==> config.mk <==
export PLATFORM = sky130hd
export DESIGN_NAME = i2c_eeprom_page_transfer_sequencer_flat
export DESIGN_NICKNAME = d
export VERILOG_FILES = /design/src/hw/rtl/i2cee_pkg.sv /design/src/hw/rtl/i2cee_if.sv /design/src/hw/rtl/i2cee_out_stage.sv /design/src/hw/rtl/i2c_eeprom_page_transfer_sequencer.sv /design/src/flat_wrapper.sv
export VERILOG_INCLUDE_DIRS = /design/src /design/src/hw/rtl
export SDC_FILE = /design/constraint.sdc
export NUM_CORES = 2
export LEC_CHECK = 0
export BUFFER_PORTS_ARGS = -buffer_cell sky130_fd_sc_hd__buf_2
export CORE_AREA = 3 3 456 458
export DETAILED_ROUTE_END_ITERATION = 8
export DIE_AREA = 0 0 459 461
export RECOVER_POWER = 100
export SYNTH_ARGS = -nofsm -noshare
export SYNTH_HDL_FRONTEND = slang
export SYNTH_SLANG_ARGS = --single-unit
==> constraint.sdc <==
create_clock -name clock -period 6.1 [get_ports clock]
set_input_delay 0.61 -clock clock [delete_from_list [all_inputs] [get_ports clock]]
set_output_delay 0.61 -clock clock [all_outputs]
set_load 0.02 [all_outputs]
==> src/hw/rtl/i2c_eeprom_page_transfer_sequencer_macros.svh <==
// ----------------------------------------------------------------------------
// I2C EEPROM page transfer sequencer: assertion macros
// Shared property forms used by the sequencer RTL.
// ----------------------------------------------------------------------------
`ifndef I2C_EEPROM_PAGE_TRANSFER_SEQUENCER_MACROS_SVH
`define I2C_EEPROM_PAGE_TRANSFER_SEQUENCER_MACROS_SVH

// same-cycle implication
`define I2CEE_ASSERT_IMP(label, clk, rst, ante, cons, msg) \
   label: assert property (@(posedge clk) disable iff (rst) (ante) |-> (cons)) \
      else $error(msg);

// next-cycle implication
`define I2CEE_ASSERT_NEXT(label, clk, rst, ante, cons, msg) \
   label: assert property (@(posedge clk) disable iff (rst) (ante) |=> (cons)) \
      else $error(msg);

`endif

==> src/hw/rtl/i2cee_pkg.sv <==
// ----------------------------------------------------------------------------
// I2C EEPROM page transfer sequencer package
// Types, codes and helper functions shared by the sequencer RTL.
// ----------------------------------------------------------------------------
`default_nettype none

package i2cee_pkg;

   localparam int PAGE_BITS    = 3;
   localparam int BUFFER_DEPTH = 256;
   localparam int BUF_AW       = (BUFFER_DEPTH > 1) ? $clog2(BUFFER_DEPTH) : 1;
   localparam int MAX_RESULTS  = 4;
   localparam int SLOT_W       = 2;

   localparam logic [7:0] PAGE_MASK  = 8'((1 << PAGE_BITS) - 1);
   localparam logic [7:0] CTRL_WRITE = 8'hA0;
   localparam logic [7:0] CTRL_READ  = 8'hA1;
   localparam logic [7:0] DEV_MASK   = 8'h0E;

   typedef enum logic [2:0] {
      OP_LOAD       = 3'd0,
      OP_READ       = 3'd1,
      OP_WRITE      = 3'd2,
      OP_SEND_REPLY = 3'd3,
      OP_RECV_REPLY = 3'd4
   } op_type;

   typedef enum logic [2:0] {
      ACT_START = 3'd0,
      ACT_SEND  = 3'd1,
      ACT_RACK  = 3'd2,
      ACT_RNACK = 3'd3,
      ACT_STOP  = 3'd4,
      ACT_DATA  = 3'd5,
      ACT_DONE  = 3'd6
   } act_type;

   typedef enum logic [3:0] {
      PH_IDLE   = 4'd0,
      PH_CTRL_W = 4'd1,
      PH_ADDR   = 4'd2,
      PH_CTRL_R = 4'd3,
      PH_DATA_W = 4'd4,
      PH_RECV   = 4'd5
   } phase_type;

   // what one accepted beat does to the transfer
   typedef enum logic [2:0] {
      EV_NONE   = 3'd0,
      EV_START  = 3'd1,
      EV_ADDR   = 3'd2,
      EV_DATA   = 3'd3,
      EV_RSTART = 3'd4,
      EV_ASK    = 3'd5,
      EV_END    = 3'd6
   } ev_type;

   typedef struct packed {
      act_type    action;
      logic [7:0] bus_byte;
      logic [7:0] read_index;
      logic       use_buf;
   } result_type;

   typedef struct packed {
      result_type [MAX_RESULTS-1:0] res;
      logic [SLOT_W-1:0]            last;
   } group_type;

   function automatic result_type mk_result(act_type act, logic [7:0] byte_val,
                                            logic [7:0] idx, logic use_buf);
      result_type r;
      r.action     = act;
      r.bus_byte   = byte_val;
      r.read_index = idx;
      r.use_buf    = use_buf;
      return r;
   endfunction

   function automatic logic [7:0] ctrl_byte(logic [2:0] dev, logic rd);
      logic [7:0] dev_bits;
      dev_bits = ({5'd0, dev} << 1) & DEV_MASK;
      return dev_bits | (rd ? CTRL_READ : CTRL_WRITE);
   endfunction

   // position modulo the buffer depth (a power of two: keep the low bits)
   function automatic logic [BUF_AW-1:0] buf_index(logic [7:0] pos);
      return BUF_AW'(32'(pos) % BUFFER_DEPTH);
   endfunction

endpackage

`default_nettype wire

==> src/hw/rtl/i2cee_if.sv <==
// ----------------------------------------------------------------------------
// I2C EEPROM page transfer sequencer channels
// Valid/ready channels for request beats and result beats.
// ----------------------------------------------------------------------------
`default_nettype none

interface i2cee_req_if;
   logic       valid;
   logic       ready;
   logic [2:0] opcode;
   logic [2:0] device;
   logic [7:0] address;
   logic [7:0] count;
   logic [7:0] data_byte;
   logic [7:0] load_index;
   logic       acked;

   modport source (output valid, opcode, device, address, count, data_byte,
                   load_index, acked, input ready);
   modport sink (input valid, opcode, device, address, count, data_byte,
                 load_index, acked, output ready);
endinterface

interface i2cee_rsp_if;
   logic       valid;
   logic       ready;
   logic [2:0] action;
   logic [7:0] bus_byte;
   logic [7:0] read_index;
   logic       last;

   modport source (output valid, action, bus_byte, read_index, last, input ready);
   modport sink (input valid, action, bus_byte, read_index, last, output ready);
endinterface

`default_nettype wire

==> src/hw/rtl/i2cee_out_stage.sv <==
// ----------------------------------------------------------------------------
// I2C EEPROM sequencer result stage
// Holds the result group of one request beat and sends it one beat a cycle while rsp_chan is ready.
// ----------------------------------------------------------------------------
`default_nettype none

`include "i2c_eeprom_page_transfer_sequencer_macros.svh"

module i2cee_out_stage (
   input  wire                  clock,
   input  wire                  reset,
   input  wire                  load,
   input  i2cee_pkg::group_type group,
   input  wire  [7:0]           rd_data,
   output logic                 free,
   i2cee_rsp_if.source          rsp_chan
);
   import i2cee_pkg::*;

   group_type         grp_ff;
   logic              valid_ff;
   logic [SLOT_W-1:0] slot_ff;
   result_type        cur;
   logic              beat;
   logic              at_last;

   assign cur     = grp_ff.res[slot_ff];
   assign at_last = (slot_ff == grp_ff.last);
   assign beat    = rsp_chan.valid && rsp_chan.ready;
   assign free    = !valid_ff || (rsp_chan.ready && at_last);

   assign rsp_chan.valid      = valid_ff;
   assign rsp_chan.action     = cur.action;
   assign rsp_chan.bus_byte   = cur.use_buf ? rd_data : cur.bus_byte;
   assign rsp_chan.read_index = cur.read_index;
   assign rsp_chan.last       = at_last;

   always_ff @(posedge clock) begin
      if (reset) begin
         valid_ff <= 1'b0;
         slot_ff  <= '0;
      end else if (load) begin
         valid_ff <= 1'b1;
         slot_ff  <= '0;
      end else if (beat) begin
         if (at_last) begin
            valid_ff <= 1'b0;
         end else begin
            slot_ff <= slot_ff + SLOT_W'(1);
         end
      end
   end

   always_ff @(posedge clock) begin
      if (load) begin
         grp_ff <= group;
      end
   end

   `I2CEE_ASSERT_IMP(a_load_when_free, clock, reset, load, free, "group loaded over a pending group")
   `I2CEE_ASSERT_IMP(a_slot_range, clock, reset, valid_ff, slot_ff <= grp_ff.last, "slot past group end")
   `I2CEE_ASSERT_NEXT(a_slot_advance, clock, reset, beat && !at_last && !load, slot_ff == $past(slot_ff) + 2'd1, "slot did not advance")

endmodule

`default_nettype wire

==> src/hw/rtl/i2c_eeprom_page_transfer_sequencer.sv <==
// ----------------------------------------------------------------------------
// I2C EEPROM page transfer sequencer
// Splits multi-byte EEPROM reads and writes into page chunks and issues
// the bus primitives for each chunk.
// ----------------------------------------------------------------------------
// Usage:
//  req_chan carries load beats (write data into the byte buffer), read and
//  write requests, and the replies of the bus engine. rsp_chan carries the
//  bus primitives, delivered read bytes and the done marker; last flags the
//  final result beat caused by one request beat.
//  The first result of a beat is offered in the cycle after it is accepted.
//  A beat causing k results (0 to 4) holds req_chan while the result register
//  drains over the single rsp_chan port; while rsp_chan is ready, beats with
//  at most one result are taken every cycle. Write data is read from the
//  buffer memory into a register at acceptance, at the same edge as the
//  result register is loaded.
//  Reset clears the transfer state to idle; buffer contents are kept and are
//  undefined until loaded. When rsp_chan stalls, the result register holds
//  and req_chan is taken again only as the last pending result leaves.
// ----------------------------------------------------------------------------
`default_nettype none

`include "i2c_eeprom_page_transfer_sequencer_macros.svh"

module i2c_eeprom_page_transfer_sequencer (
   input  wire          clock,
   input  wire          reset,
   i2cee_req_if.sink    req_chan,
   i2cee_rsp_if.source  rsp_chan
);
   import i2cee_pkg::*;

   phase_type  phase_ff, phase_in;
   logic       is_write_ff, is_write_in;
   logic [2:0] dev_ff, dev_in;
   logic [7:0] addr_ff, addr_in;
   logic [7:0] rem_ff, rem_in;
   logic [7:0] size_ff, size_in;
   logic [7:0] left_ff, left_in;
   logic [7:0] pos_ff, pos_in;
   logic [7:0] rd_ff;

   logic [7:0] wbuf_mem [BUFFER_DEPTH];

   logic       req_fire;
   logic       free;
   ev_type     ev;
   logic       with_data;
   logic       step;
   logic       rewind;
   logic       from_req;
   logic       load_ok;

   logic [7:0] left_dec;
   logic [7:0] left_mid;
   logic [7:0] pos_mid;
   logic [8:0] end_sum;
   logic [2:0] end_dev;
   logic [7:0] end_rem;
   logic       end_more;
   logic [2:0] base_dev;
   logic [7:0] base_addr;
   logic [7:0] base_rem;
   logic [8:0] space;
   logic [7:0] new_size;

   group_type  grp_next;
   logic       grp_has;

   assign req_chan.ready = free;
   assign req_fire       = req_chan.valid && req_chan.ready;

   assign load_ok  = (req_chan.opcode == OP_LOAD) &&
                     ({1'b0, req_chan.load_index} < 9'(BUFFER_DEPTH));
   assign left_dec = left_ff - 8'd1;
   assign left_mid = step ? left_dec : left_ff;
   assign pos_mid  = step ? (pos_ff + 8'd1) : pos_ff;

   // chunk end: advance address, carry into device, count down
   assign end_sum  = {1'b0, addr_ff} + {1'b0, size_ff};
   assign end_dev  = dev_ff + 3'(end_sum[8]);
   assign end_rem  = rem_ff - size_ff;
   assign end_more = (end_rem != 8'd0);

   always_comb begin
      if (from_req) begin
         base_dev  = req_chan.device;
         base_addr = req_chan.address;
         base_rem  = req_chan.count;
      end else if (ev == EV_START) begin
         base_dev  = dev_ff;
         base_addr = addr_ff;
         base_rem  = rem_ff;
      end else begin
         base_dev  = end_dev;
         base_addr = end_sum[7:0];
         base_rem  = end_rem;
      end
   end

   // room left in the page, capped by what remains
   assign space    = {1'b0, (~base_addr) & PAGE_MASK} + 9'd1;
   assign new_size = ({1'b0, base_rem} < space) ? base_rem : space[7:0];

   // decode the beat against the current phase
   always_comb begin
      ev        = EV_NONE;
      with_data = 1'b0;
      step      = 1'b0;
      rewind    = 1'b0;
      from_req  = 1'b0;
      if ((req_chan.opcode == OP_READ || req_chan.opcode == OP_WRITE) &&
          phase_ff == PH_IDLE) begin
         ev       = EV_START;
         from_req = 1'b1;
      end else if (req_chan.opcode == OP_SEND_REPLY &&
                   (phase_ff == PH_CTRL_W || phase_ff == PH_ADDR ||
                    phase_ff == PH_CTRL_R || phase_ff == PH_DATA_W)) begin
         if (!req_chan.acked) begin
            ev     = EV_START;
            rewind = 1'b1;
         end else begin
            case (phase_ff)
               PH_CTRL_W: begin
                  ev = EV_ADDR;
               end
               PH_ADDR: begin
                  if (!is_write_ff) begin
                     ev = EV_RSTART;
                  end else if (left_ff != 8'd0) begin
                     ev = EV_DATA;
                  end else begin
                     ev = EV_END;
                  end
               end
               PH_CTRL_R: begin
                  ev = (left_ff != 8'd0) ? EV_ASK : EV_END;
               end
               PH_DATA_W: begin
                  step = 1'b1;
                  ev   = (left_dec != 8'd0) ? EV_DATA : EV_END;
               end
               default: begin
                  ev = EV_NONE;
               end
            endcase
         end
      end else if (req_chan.opcode == OP_RECV_REPLY && phase_ff == PH_RECV) begin
         with_data = 1'b1;
         step      = 1'b1;
         ev        = (left_dec != 8'd0) ? EV_ASK : EV_END;
      end
   end

   // next state
   always_comb begin
      phase_in    = phase_ff;
      is_write_in = is_write_ff;
      dev_in      = dev_ff;
      addr_in     = addr_ff;
      rem_in      = rem_ff;
      size_in     = size_ff;
      left_in     = step ? left_dec : left_ff;
      pos_in      = pos_mid;
      if (from_req) begin
         pos_in      = 8'd0;
         is_write_in = (req_chan.opcode == OP_WRITE);
      end else if (rewind) begin
         // resend the chunk from its first byte
         pos_in = pos_ff - (size_ff - left_ff);
      end
      case (ev)
         EV_START: begin
            dev_in   = base_dev;
            addr_in  = base_addr;
            rem_in   = base_rem;
            size_in  = new_size;
            left_in  = new_size;
            phase_in = PH_CTRL_W;
         end
         EV_ADDR: begin
            phase_in = PH_ADDR;
         end
         EV_DATA: begin
            phase_in = PH_DATA_W;
         end
         EV_RSTART: begin
            phase_in = PH_CTRL_R;
         end
         EV_ASK: begin
            phase_in = PH_RECV;
         end
         EV_END: begin
            dev_in  = end_dev;
            addr_in = end_sum[7:0];
            rem_in  = end_rem;
            if (end_more) begin
               size_in  = new_size;
               left_in  = new_size;
               phase_in = PH_CTRL_W;
            end else begin
               phase_in = PH_IDLE;
            end
         end
         default: begin
            phase_in = phase_ff;
         end
      endcase
   end

   // result group of this beat
   always_comb begin
      logic [2:0] n;
      n        = 3'd0;
      grp_next = '0;
      if (with_data) begin
         grp_next.res[n[1:0]] = mk_result(ACT_DATA, req_chan.data_byte, pos_ff, 1'b0);
         n = n + 3'd1;
      end
      case (ev)
         EV_START: begin
            grp_next.res[n[1:0]] = mk_result(ACT_START, 8'd0, 8'd0, 1'b0);
            n = n + 3'd1;
            grp_next.res[n[1:0]] = mk_result(ACT_SEND, ctrl_byte(base_dev, 1'b0),
                                             8'd0, 1'b0);
            n = n + 3'd1;
         end
         EV_ADDR: begin
            grp_next.res[n[1:0]] = mk_result(ACT_SEND, addr_ff, 8'd0, 1'b0);
            n = n + 3'd1;
         end
         EV_DATA: begin
            grp_next.res[n[1:0]] = mk_result(ACT_SEND, 8'd0, 8'd0, 1'b1);
            n = n + 3'd1;
         end
         EV_RSTART: begin
            grp_next.res[n[1:0]] = mk_result(ACT_START, 8'd0, 8'd0, 1'b0);
            n = n + 3'd1;
            grp_next.res[n[1:0]] = mk_result(ACT_SEND, ctrl_byte(dev_ff, 1'b1),
                                             8'd0, 1'b0);
            n = n + 3'd1;
         end
         EV_ASK: begin
            grp_next.res[n[1:0]] = mk_result((left_mid == 8'd1) ? ACT_RNACK : ACT_RACK,
                                             8'd0, 8'd0, 1'b0);
            n = n + 3'd1;
         end
         EV_END: begin
            grp_next.res[n[1:0]] = mk_result(ACT_STOP, 8'd0, 8'd0, 1'b0);
            n = n + 3'd1;
            if (end_more) begin
               grp_next.res[n[1:0]] = mk_result(ACT_START, 8'd0, 8'd0, 1'b0);
               n = n + 3'd1;
               grp_next.res[n[1:0]] = mk_result(ACT_SEND, ctrl_byte(base_dev, 1'b0),
                                                8'd0, 1'b0);
               n = n + 3'd1;
            end else begin
               grp_next.res[n[1:0]] = mk_result(ACT_DONE, 8'd0, 8'd0, 1'b0);
               n = n + 3'd1;
            end
         end
         default: begin
            n = n;
         end
      endcase
      grp_has       = (n != 3'd0);
      grp_next.last = n[1:0] - 2'd1;
   end

   always_ff @(posedge clock) begin
      if (reset) begin
         phase_ff    <= PH_IDLE;
         is_write_ff <= 1'b0;
         dev_ff      <= '0;
         addr_ff     <= '0;
         rem_ff      <= '0;
         size_ff     <= '0;
         left_ff     <= '0;
         pos_ff      <= '0;
      end else if (req_fire) begin
         phase_ff    <= phase_in;
         is_write_ff <= is_write_in;
         dev_ff      <= dev_in;
         addr_ff     <= addr_in;
         rem_ff      <= rem_in;
         size_ff     <= size_in;
         left_ff     <= left_in;
         pos_ff      <= pos_in;
      end
   end

   // write buffer: load port and data read for the next send beat
   always_ff @(posedge clock) begin
      if (req_fire && load_ok) begin
         wbuf_mem[req_chan.load_index[BUF_AW-1:0]] <= req_chan.data_byte;
      end
      if (req_fire && ev == EV_DATA) begin
         rd_ff <= wbuf_mem[buf_index(pos_mid)];
      end
   end

   i2cee_out_stage u_out (
      .clock    (clock),
      .reset    (reset),
      .load     (req_fire && grp_has),
      .group    (grp_next),
      .rd_data  (rd_ff),
      .free     (free),
      .rsp_chan (rsp_chan)
   );

   `I2CEE_ASSERT_NEXT(a_start_enters_ctrl, clock, reset, req_fire && ev == EV_START, phase_ff == PH_CTRL_W, "chunk start did not enter control phase")
   `I2CEE_ASSERT_IMP(a_idle_no_reply, clock, reset, phase_ff == PH_IDLE, ev == EV_NONE || from_req, "reply acted on while idle")

endmodule

`default_nettype wire

==> src/flat_wrapper.sv <==
// flat-port wrapper written by rule: the top's interface ports become plain ports
module i2c_eeprom_page_transfer_sequencer_flat import i2cee_pkg::*;
  (clock, reset, req_chan_valid, req_chan_opcode, req_chan_device, req_chan_address, req_chan_count, req_chan_data_byte, req_chan_load_index, req_chan_acked, req_chan_ready, rsp_chan_valid, rsp_chan_action, rsp_chan_bus_byte, rsp_chan_read_index, rsp_chan_last, rsp_chan_ready);
  i2cee_req_if req_chan_i ();
  i2cee_rsp_if rsp_chan_i ();
  input  wire clock;
  input  wire reset;
  input wire logic [$bits(req_chan_i.valid)-1:0] req_chan_valid;
  input wire logic [$bits(req_chan_i.opcode)-1:0] req_chan_opcode;
  input wire logic [$bits(req_chan_i.device)-1:0] req_chan_device;
  input wire logic [$bits(req_chan_i.address)-1:0] req_chan_address;
  input wire logic [$bits(req_chan_i.count)-1:0] req_chan_count;
  input wire logic [$bits(req_chan_i.data_byte)-1:0] req_chan_data_byte;
  input wire logic [$bits(req_chan_i.load_index)-1:0] req_chan_load_index;
  input wire logic [$bits(req_chan_i.acked)-1:0] req_chan_acked;
  output wire logic [$bits(req_chan_i.ready)-1:0] req_chan_ready;
  output wire logic [$bits(rsp_chan_i.valid)-1:0] rsp_chan_valid;
  output wire logic [$bits(rsp_chan_i.action)-1:0] rsp_chan_action;
  output wire logic [$bits(rsp_chan_i.bus_byte)-1:0] rsp_chan_bus_byte;
  output wire logic [$bits(rsp_chan_i.read_index)-1:0] rsp_chan_read_index;
  output wire logic [$bits(rsp_chan_i.last)-1:0] rsp_chan_last;
  input wire logic [$bits(rsp_chan_i.ready)-1:0] rsp_chan_ready;
  assign req_chan_i.valid = req_chan_valid;
  assign req_chan_i.opcode = req_chan_opcode;
  assign req_chan_i.device = req_chan_device;
  assign req_chan_i.address = req_chan_address;
  assign req_chan_i.count = req_chan_count;
  assign req_chan_i.data_byte = req_chan_data_byte;
  assign req_chan_i.load_index = req_chan_load_index;
  assign req_chan_i.acked = req_chan_acked;
  assign req_chan_ready = req_chan_i.ready;
  assign rsp_chan_valid = rsp_chan_i.valid;
  assign rsp_chan_action = rsp_chan_i.action;
  assign rsp_chan_bus_byte = rsp_chan_i.bus_byte;
  assign rsp_chan_read_index = rsp_chan_i.read_index;
  assign rsp_chan_last = rsp_chan_i.last;
  assign rsp_chan_i.ready = rsp_chan_ready;
  i2c_eeprom_page_transfer_sequencer u_core (.clock(clock), .reset(reset), .req_chan(req_chan_i), .rsp_chan(rsp_chan_i));
endmodule
======== After elaboration in Yosys (flattened, before gate mapping) ========
Memories as Yosys holds them, arrays and structs flattened. A register that Yosys moved wholly into a read port is not among the register bits.
Cells that the tools add are included.
word-level totals
  flip-flop bits (word level) ............. 133
  bits in writable memories ............... 2048
  input bits .............................. 43
  output and inout port bits .............. 22
  memories ................................ 1
operators by class
  add/subtract/negate cells ............... 13
  magnitude comparators ................... 8
  equality and inequality tests ........... 18
  mux-type cells .......................... 67
  bitwise gates (word level) .............. 15
  reduce and logical (&&, ||, !) cells .... 37
memories
  memory           words  bits a word  rd ports  clocked after memory_dff  write ports  RTL line                                  text
  u_core.wbuf_mem  256    8            1         1                         1            i2c_eeprom_page_transfer_sequencer.sv:43  logic [7:0] wbuf_mem [BUFFER_DEPTH];
operator list
  kind                                           number
  one-hot mux 80 bit (6 select lines)            1
  bitwise mux 80 bit                             5
  inverter 80 bit                                2
  inverter 72 bit                                2
  demux 20 bit (select 2 bit)                    3
  2-to-1 mux 20 bit                              5
  2-to-1 mux 8 bit                               12
  bitwise AND 20 x 80 -> 80 bit                  1
  bitwise AND 80 bit                             1
  2-to-1 mux 80 bit                              1
  bitwise AND 19 x 76 -> 76 bit                  1
  inverter 76 bit                                1
  bitwise AND 18 x 72 -> 72 bit                  1
  bitwise AND 72 bit                             1
  one-hot mux 8 bit (2 select lines)             4
  binary-select mux 20 bit (select 2 bit)        1
  2-to-1 mux 3 bit                               10
  one-hot mux 4 bit (6 select lines)             1
  nonzero test 8 bit                             3
  subtractor 8 bit                               3
  2-to-1 mux 1 bit                               19
  == test 3 x 2 -> 1 bit, second input constant  4
  == test 3 bit, second input constant           4
  logical AND 1 bit                              12
  other kinds (41)                               60

======== Depth between registers and ports, before layout ========
  depth in word-level cells ............... 18
  gate-level depth with buffers ........... 19

======== Cells and area by module ========
A second synthesis with hierarchy kept.
second synthesis, totals
  cell total of the unflattened synthesis .. 4265
  area total of the unflattened synthesis .. 86301.5 um^2
by module, submodules not included
  module                              instances  cells an instance  area each (um^2)  seq. area each (um^2)
  i2c_eeprom_page_transfer_sequencer  1          4127               83007.1           62680.1
  i2cee_out_stage                     1          138                3294.4            2522.4

======== Least setup slack after synthesis ========
OpenSTA, ideal clock, no wires.
  path kind ............................... register to register
  start point ............................. register u_core.size_ff[1]
  end point ............................... register u_core.u_out.grp_ff[0] (netlist bit) (enable)
  arrival time ............................ 5.308 ns
  setup slack ............................. 0.327 ns
  stages on the path, launching flop included .. 15
  buffers on the path ..................... 1
  period minus slack after synthesis ...... 5.773 ns
  path through ............................ dfxtp_1 -> inv_1 -> fa_1 -> a21o_1 -> a21oi_1 -> xnor2_1 -> nor4bb_1 -> nor4b_1 -> and2_1 -> clkbuf_1 -> inv_1 -> ha_1 -> o32a_1 -> ha_1 -> a21oi_1
between the ends
  cells in the longest elaborated chain, start to end .. 6
RTL lines
  what                                RTL line                                   text
  from (decl)                         i2c_eeprom_page_transfer_sequencer.sv:38   logic [7:0] size_ff, size_in;
  from (signal assigned)              i2c_eeprom_page_transfer_sequencer.sv:286  size_ff <= size_in;
  subtractor 8 bit                    i2c_eeprom_page_transfer_sequencer.sv:82   assign end_rem = rem_ff - size_ff;
  nonzero test 8 bit                  i2c_eeprom_page_transfer_sequencer.sv:83   assign end_more = (end_rem != 8'd0);
  2-to-1 mux 3 bit                    i2c_eeprom_page_transfer_sequencer.sv:251  if (end_more) begin
  one-hot mux 3 bit (3 select lines)  i2c_eeprom_page_transfer_sequencer.sv:220  case (ev)
  nonzero test 3 bit                  i2c_eeprom_page_transfer_sequencer.sv:266  grp_has = (n != 3'd0);
  logical AND 1 bit                   i2c_eeprom_page_transfer_sequencer.sv:305  .load (req_fire && grp_has),
  named net u_core.u_out.load         i2cee_out_stage.sv:12                      input wire load,
  to (signal assigned)                i2cee_out_stage.sv:56                      grp_ff <= group;
  to (decl)                           i2cee_out_stage.sv:20                      group_type grp_ff;
The timed path passes the listed nets, and every way through them passes these cells.
A chain may end at the register's enable or synchronous reset.

======== Final worst setup path ========
  start point ............................. register u_core.pos_ff[0]
  end point ............................... register u_core.rd_ff[6] (read register of u_core.wbuf_mem) (data pin)
between the ends
  cells in the longest elaborated chain, start to end .. 2
RTL lines
  what                    RTL line                                   text
  from (decl)             i2c_eeprom_page_transfer_sequencer.sv:40   logic [7:0] pos_ff, pos_in;
  from (signal assigned)  i2c_eeprom_page_transfer_sequencer.sv:288  pos_ff <= pos_in;
  adder 8 x 1 -> 8 bit    i2c_eeprom_page_transfer_sequencer.sv:77   assign pos_mid = step ? (pos_ff + 8'd1) : pos_ff;
  2-to-1 mux 8 bit *      i2c_eeprom_page_transfer_sequencer.sv:77
  to (decl)               i2c_eeprom_page_transfer_sequencer.sv:41   logic [7:0] rd_ff;
Mark *: on every way between the ends. The rest lies on a longest branch, timed or not.

==> results.toml <==
[outcome]
status = "finished with violations"
violations = "capacitance limit, slew limit"

[global_routing]
grt_pass1_wl_um = 370000
grt.busiest_layer = "met2"
met1_usage_pct = 33.3
grt_use_total_pct = 23.5
grt_max_degree = 161
grt_pass1_vias = 54500
globalRouteOverflowTotal = 0
met3_usage_pct = 3.86
grt_use_met2_pct = 37.0
antenna_found_initial = 12

[logic_synthesis]
yosys.area_share.adder_pct = 0.714
synth-edff-count = 2100
synth_top_area_share_pct = 68.6
yosys.area_share.simple_pct = 11.3
synth_top_family_by_area = "multiplexers"
synth-xor-area-share_pct = 0.410
synth_top_cell_by_area = "edfxtp_1"
syn_avg_cell_area_um2 = 14.1
synth_seq_area_share_pct = 69.7
yosys_most_used_dff = "edfxtp_1"
synth_area_leaders = "edfxtp_1, mux2i_1, nand2_1"
synth_compound_area_share_pct = 4.28
ys_seq_elements = 2150
async_flop_share_pct = 0
ys.warnings.count = 0
netlist_instances = 6531
post_synth_instance_area_um2 = 91900
muxShareOfSynthArea_pct = 11.4
ys_types = 84

[sta]
fmax_ghz = 0.177
setup_violations = 0
tightest_slew_ns = 6.04
fin_crit_ns = 5.67
fin_crit_sh_pct = 92.9
clock_skew_ns = 0.0754
finalSetupTns_ns = 0
relSlewSlack_pct = -303
slew_viol_final = 886
rsz0062_at_grt = "false"
finalHoldViolCount = 0

[floorplan]
pin_count = 65
core_area_um2 = 204000
dieArea_um2 = 212000
fp.dieW_um = 459
start_util_pct = 45.0
die_h_um = 461
row_count = 166

[route]
drt-initial-drc-count = 6511
antenna_left = 0
vias = 56100
dr.pass1.iters = 5
post_drt_via_cell_ratio = 5.98
wl_um = 253000
drcViolationCount = 0
wl_per_cell_um = 27.0

[setup_path]
cpMaxStageDelayCell = "dfxtp_1"
crit_chain = "ha_4, nand2_1, o21ai_4, buf_12, clkbuf_4, nand2_1, a32oi_1, a31oi_1, a2111oi_0, nand3_1, nand4_1"
crit_path_max_incr_delay_ns = 1.26
path_common_cell = "nand2_1"
cp_max_fo = 70
crit_family = "compound AO/OA/AOI/OAI gates"
end_kind = "register"
path_buf_inv = 2
crit_required_ns = 6.81
path_class = "register to register"
cp.arrival_ns = 6.38
setup.worst_path.start_class = "register"

[place]
io_buffers = 64
dp_hpwl_um = 150000
placed_cells = 8981
gp_congestion = 0.894

[clock_network]
clock_latency_ns = 0.87
tritoncts.num_buffers = 220
max-clock-path-buffers = 3
postCtsHoldBufs = 0
root_buffer = "clkbuf_16"
post-cts-setup-buffers = 0
cts_tree = "built"
cts_resized = 0
clk_pin_slew_ns = 0.06
cts_max_level = 4
cts_sinks = 2150

[hold_path]
hp-class = "primary input to register"

[finish]
final_net_count = 6605
n_fill_cell = 17300
syn2layout_area_growth_pct = 11.0
drive_gt1_share_pct = 9.33
regArea_um2 = 64100
multi_input_area_um2 = 26000
stdcell_count = 9373
final_cell_mix = "edfxtp_1, nand2_1, mux2i_1"
layout_commonest_cell = "edfxtp_1"

[power]
p_leak_nw = 31.3
ir_drop_v = 0.000299
powerDensity_nw_per_um2 = 303

[run]
drv_cap = 10
[tightest hold or removal path: cells and delay by family]
kind	cells	cell delay, ns
compound gates	1	0.07
simple gates	1	0.13
buf+inv	1	0.09
[kinds of logic after synthesis]
group	Yosys count
XOR/XNOR	43
AO/OA/AOI/OAI	533
flip-flops	2150
multiplexers	889
adder cells (fa/ha/maj)	47
AND/OR/NAND/NOR	2387
other	1
buffers and inverters	481
[synth_stat cells, drive strengths merged (8+ instances only)]
cell       n
nor3b      8
nand3    425
xnor2     31
a21oi     87
dfxtp     50
edfxtp  2100
ha        38
a22oi     16
buf      156
nand4    158
nor2b     19
mux4     127
nand2b     9
a31oi     81
a21o      14
mux2i    754
nor3      51
and3      21
clkbuf   276
mux2       8
o21ai     55
and2      20
a32oi    200
a22o      11
nor2     341
inv       48
fa         9
xor2      12
a211oi    12
and4       9
nand2   1292
[metrics by stage]
step | worst slack, ns | cell area, µm² | util, % | power (mW) | hold WS [ns]
2_1_floorplan | 0.327 | 91900 | - | 17.6 | 0.453
4_1_cts | 0.775 | 102000 | 50.0 | 31.1 | 0.0671
3_3_place_gp | 0.737 | 95400 | 46.7 | 18.5 | 0.487
3_5_place_dp | 0.740 | 95400 | 46.7 | 18.5 | 0.494
5_1_grt | 0.246 | 102000 | 49.9 | 31.8 | 0.142
6_report | 0.435 | 102000 | 49.9 | 30.9 | 0.136
[power by group]
| part | internal (mW) | total, mW | switching, mW |
|---|---|---|---|
| Clock | 7.02 | 12.7 | 5.69 |
| Sequential | 16.3 | 16.3 | 0.0389 |
| Combinational | 0.558 | 1.90 | 1.34 |
[per-layer routing]
metal	vias to the layer above	wire length, µm
li1	24800	-
met1	28600	108000
met2	2199	118000
met3	426	18400
met4	10	8230
met5	-	72
[final timing paths]
path | slack (ns) | cells past startpoint | endpoint | start
max | 0.43 | 11 | u_core.rd_ff[6] | u_core.pos_ff[0]
min | 0.14 | 3 | u_core.addr_ff[7] | req_chan_address[7]
max reg2reg | 0.43 | 11 | u_core.rd_ff[6] | u_core.pos_ff[0]
min reg2reg | 0.51 | 2 | u_core.dev_ff[1] | u_core.dev_ff[1]
[cell type report]
class | count | area share, %
sequential | 2150 | 62.8
tap | 2688 | 3.30
timing repair buffer | 191 | 1.58
antenna | 5 | 0.0123
multi-input combinational | 3903 | 25.5
clock buffer | 276 | 5.61
inverter | 49 | 0.180
clock inverter | 111 | 0.959
[state kept, by name, summed over array words and instances, names as in the netlist, 2 cells and up, named ones only]
name / count
u_core.addr_ff: 7
u_core.dev_ff: 3
u_core.left_ff: 8
u_core.phase_ff: 3
u_core.pos_ff: 8
u_core.rd_ff: 8
u_core.rem_ff: 8
u_core.size_ff: 8
u_core.u_out.grp_ff: 44
u_core.u_out.slot_ff: 2
u_core.wbuf_mem: 2048
Note: power is estimated with default switching activity, not from simulation.
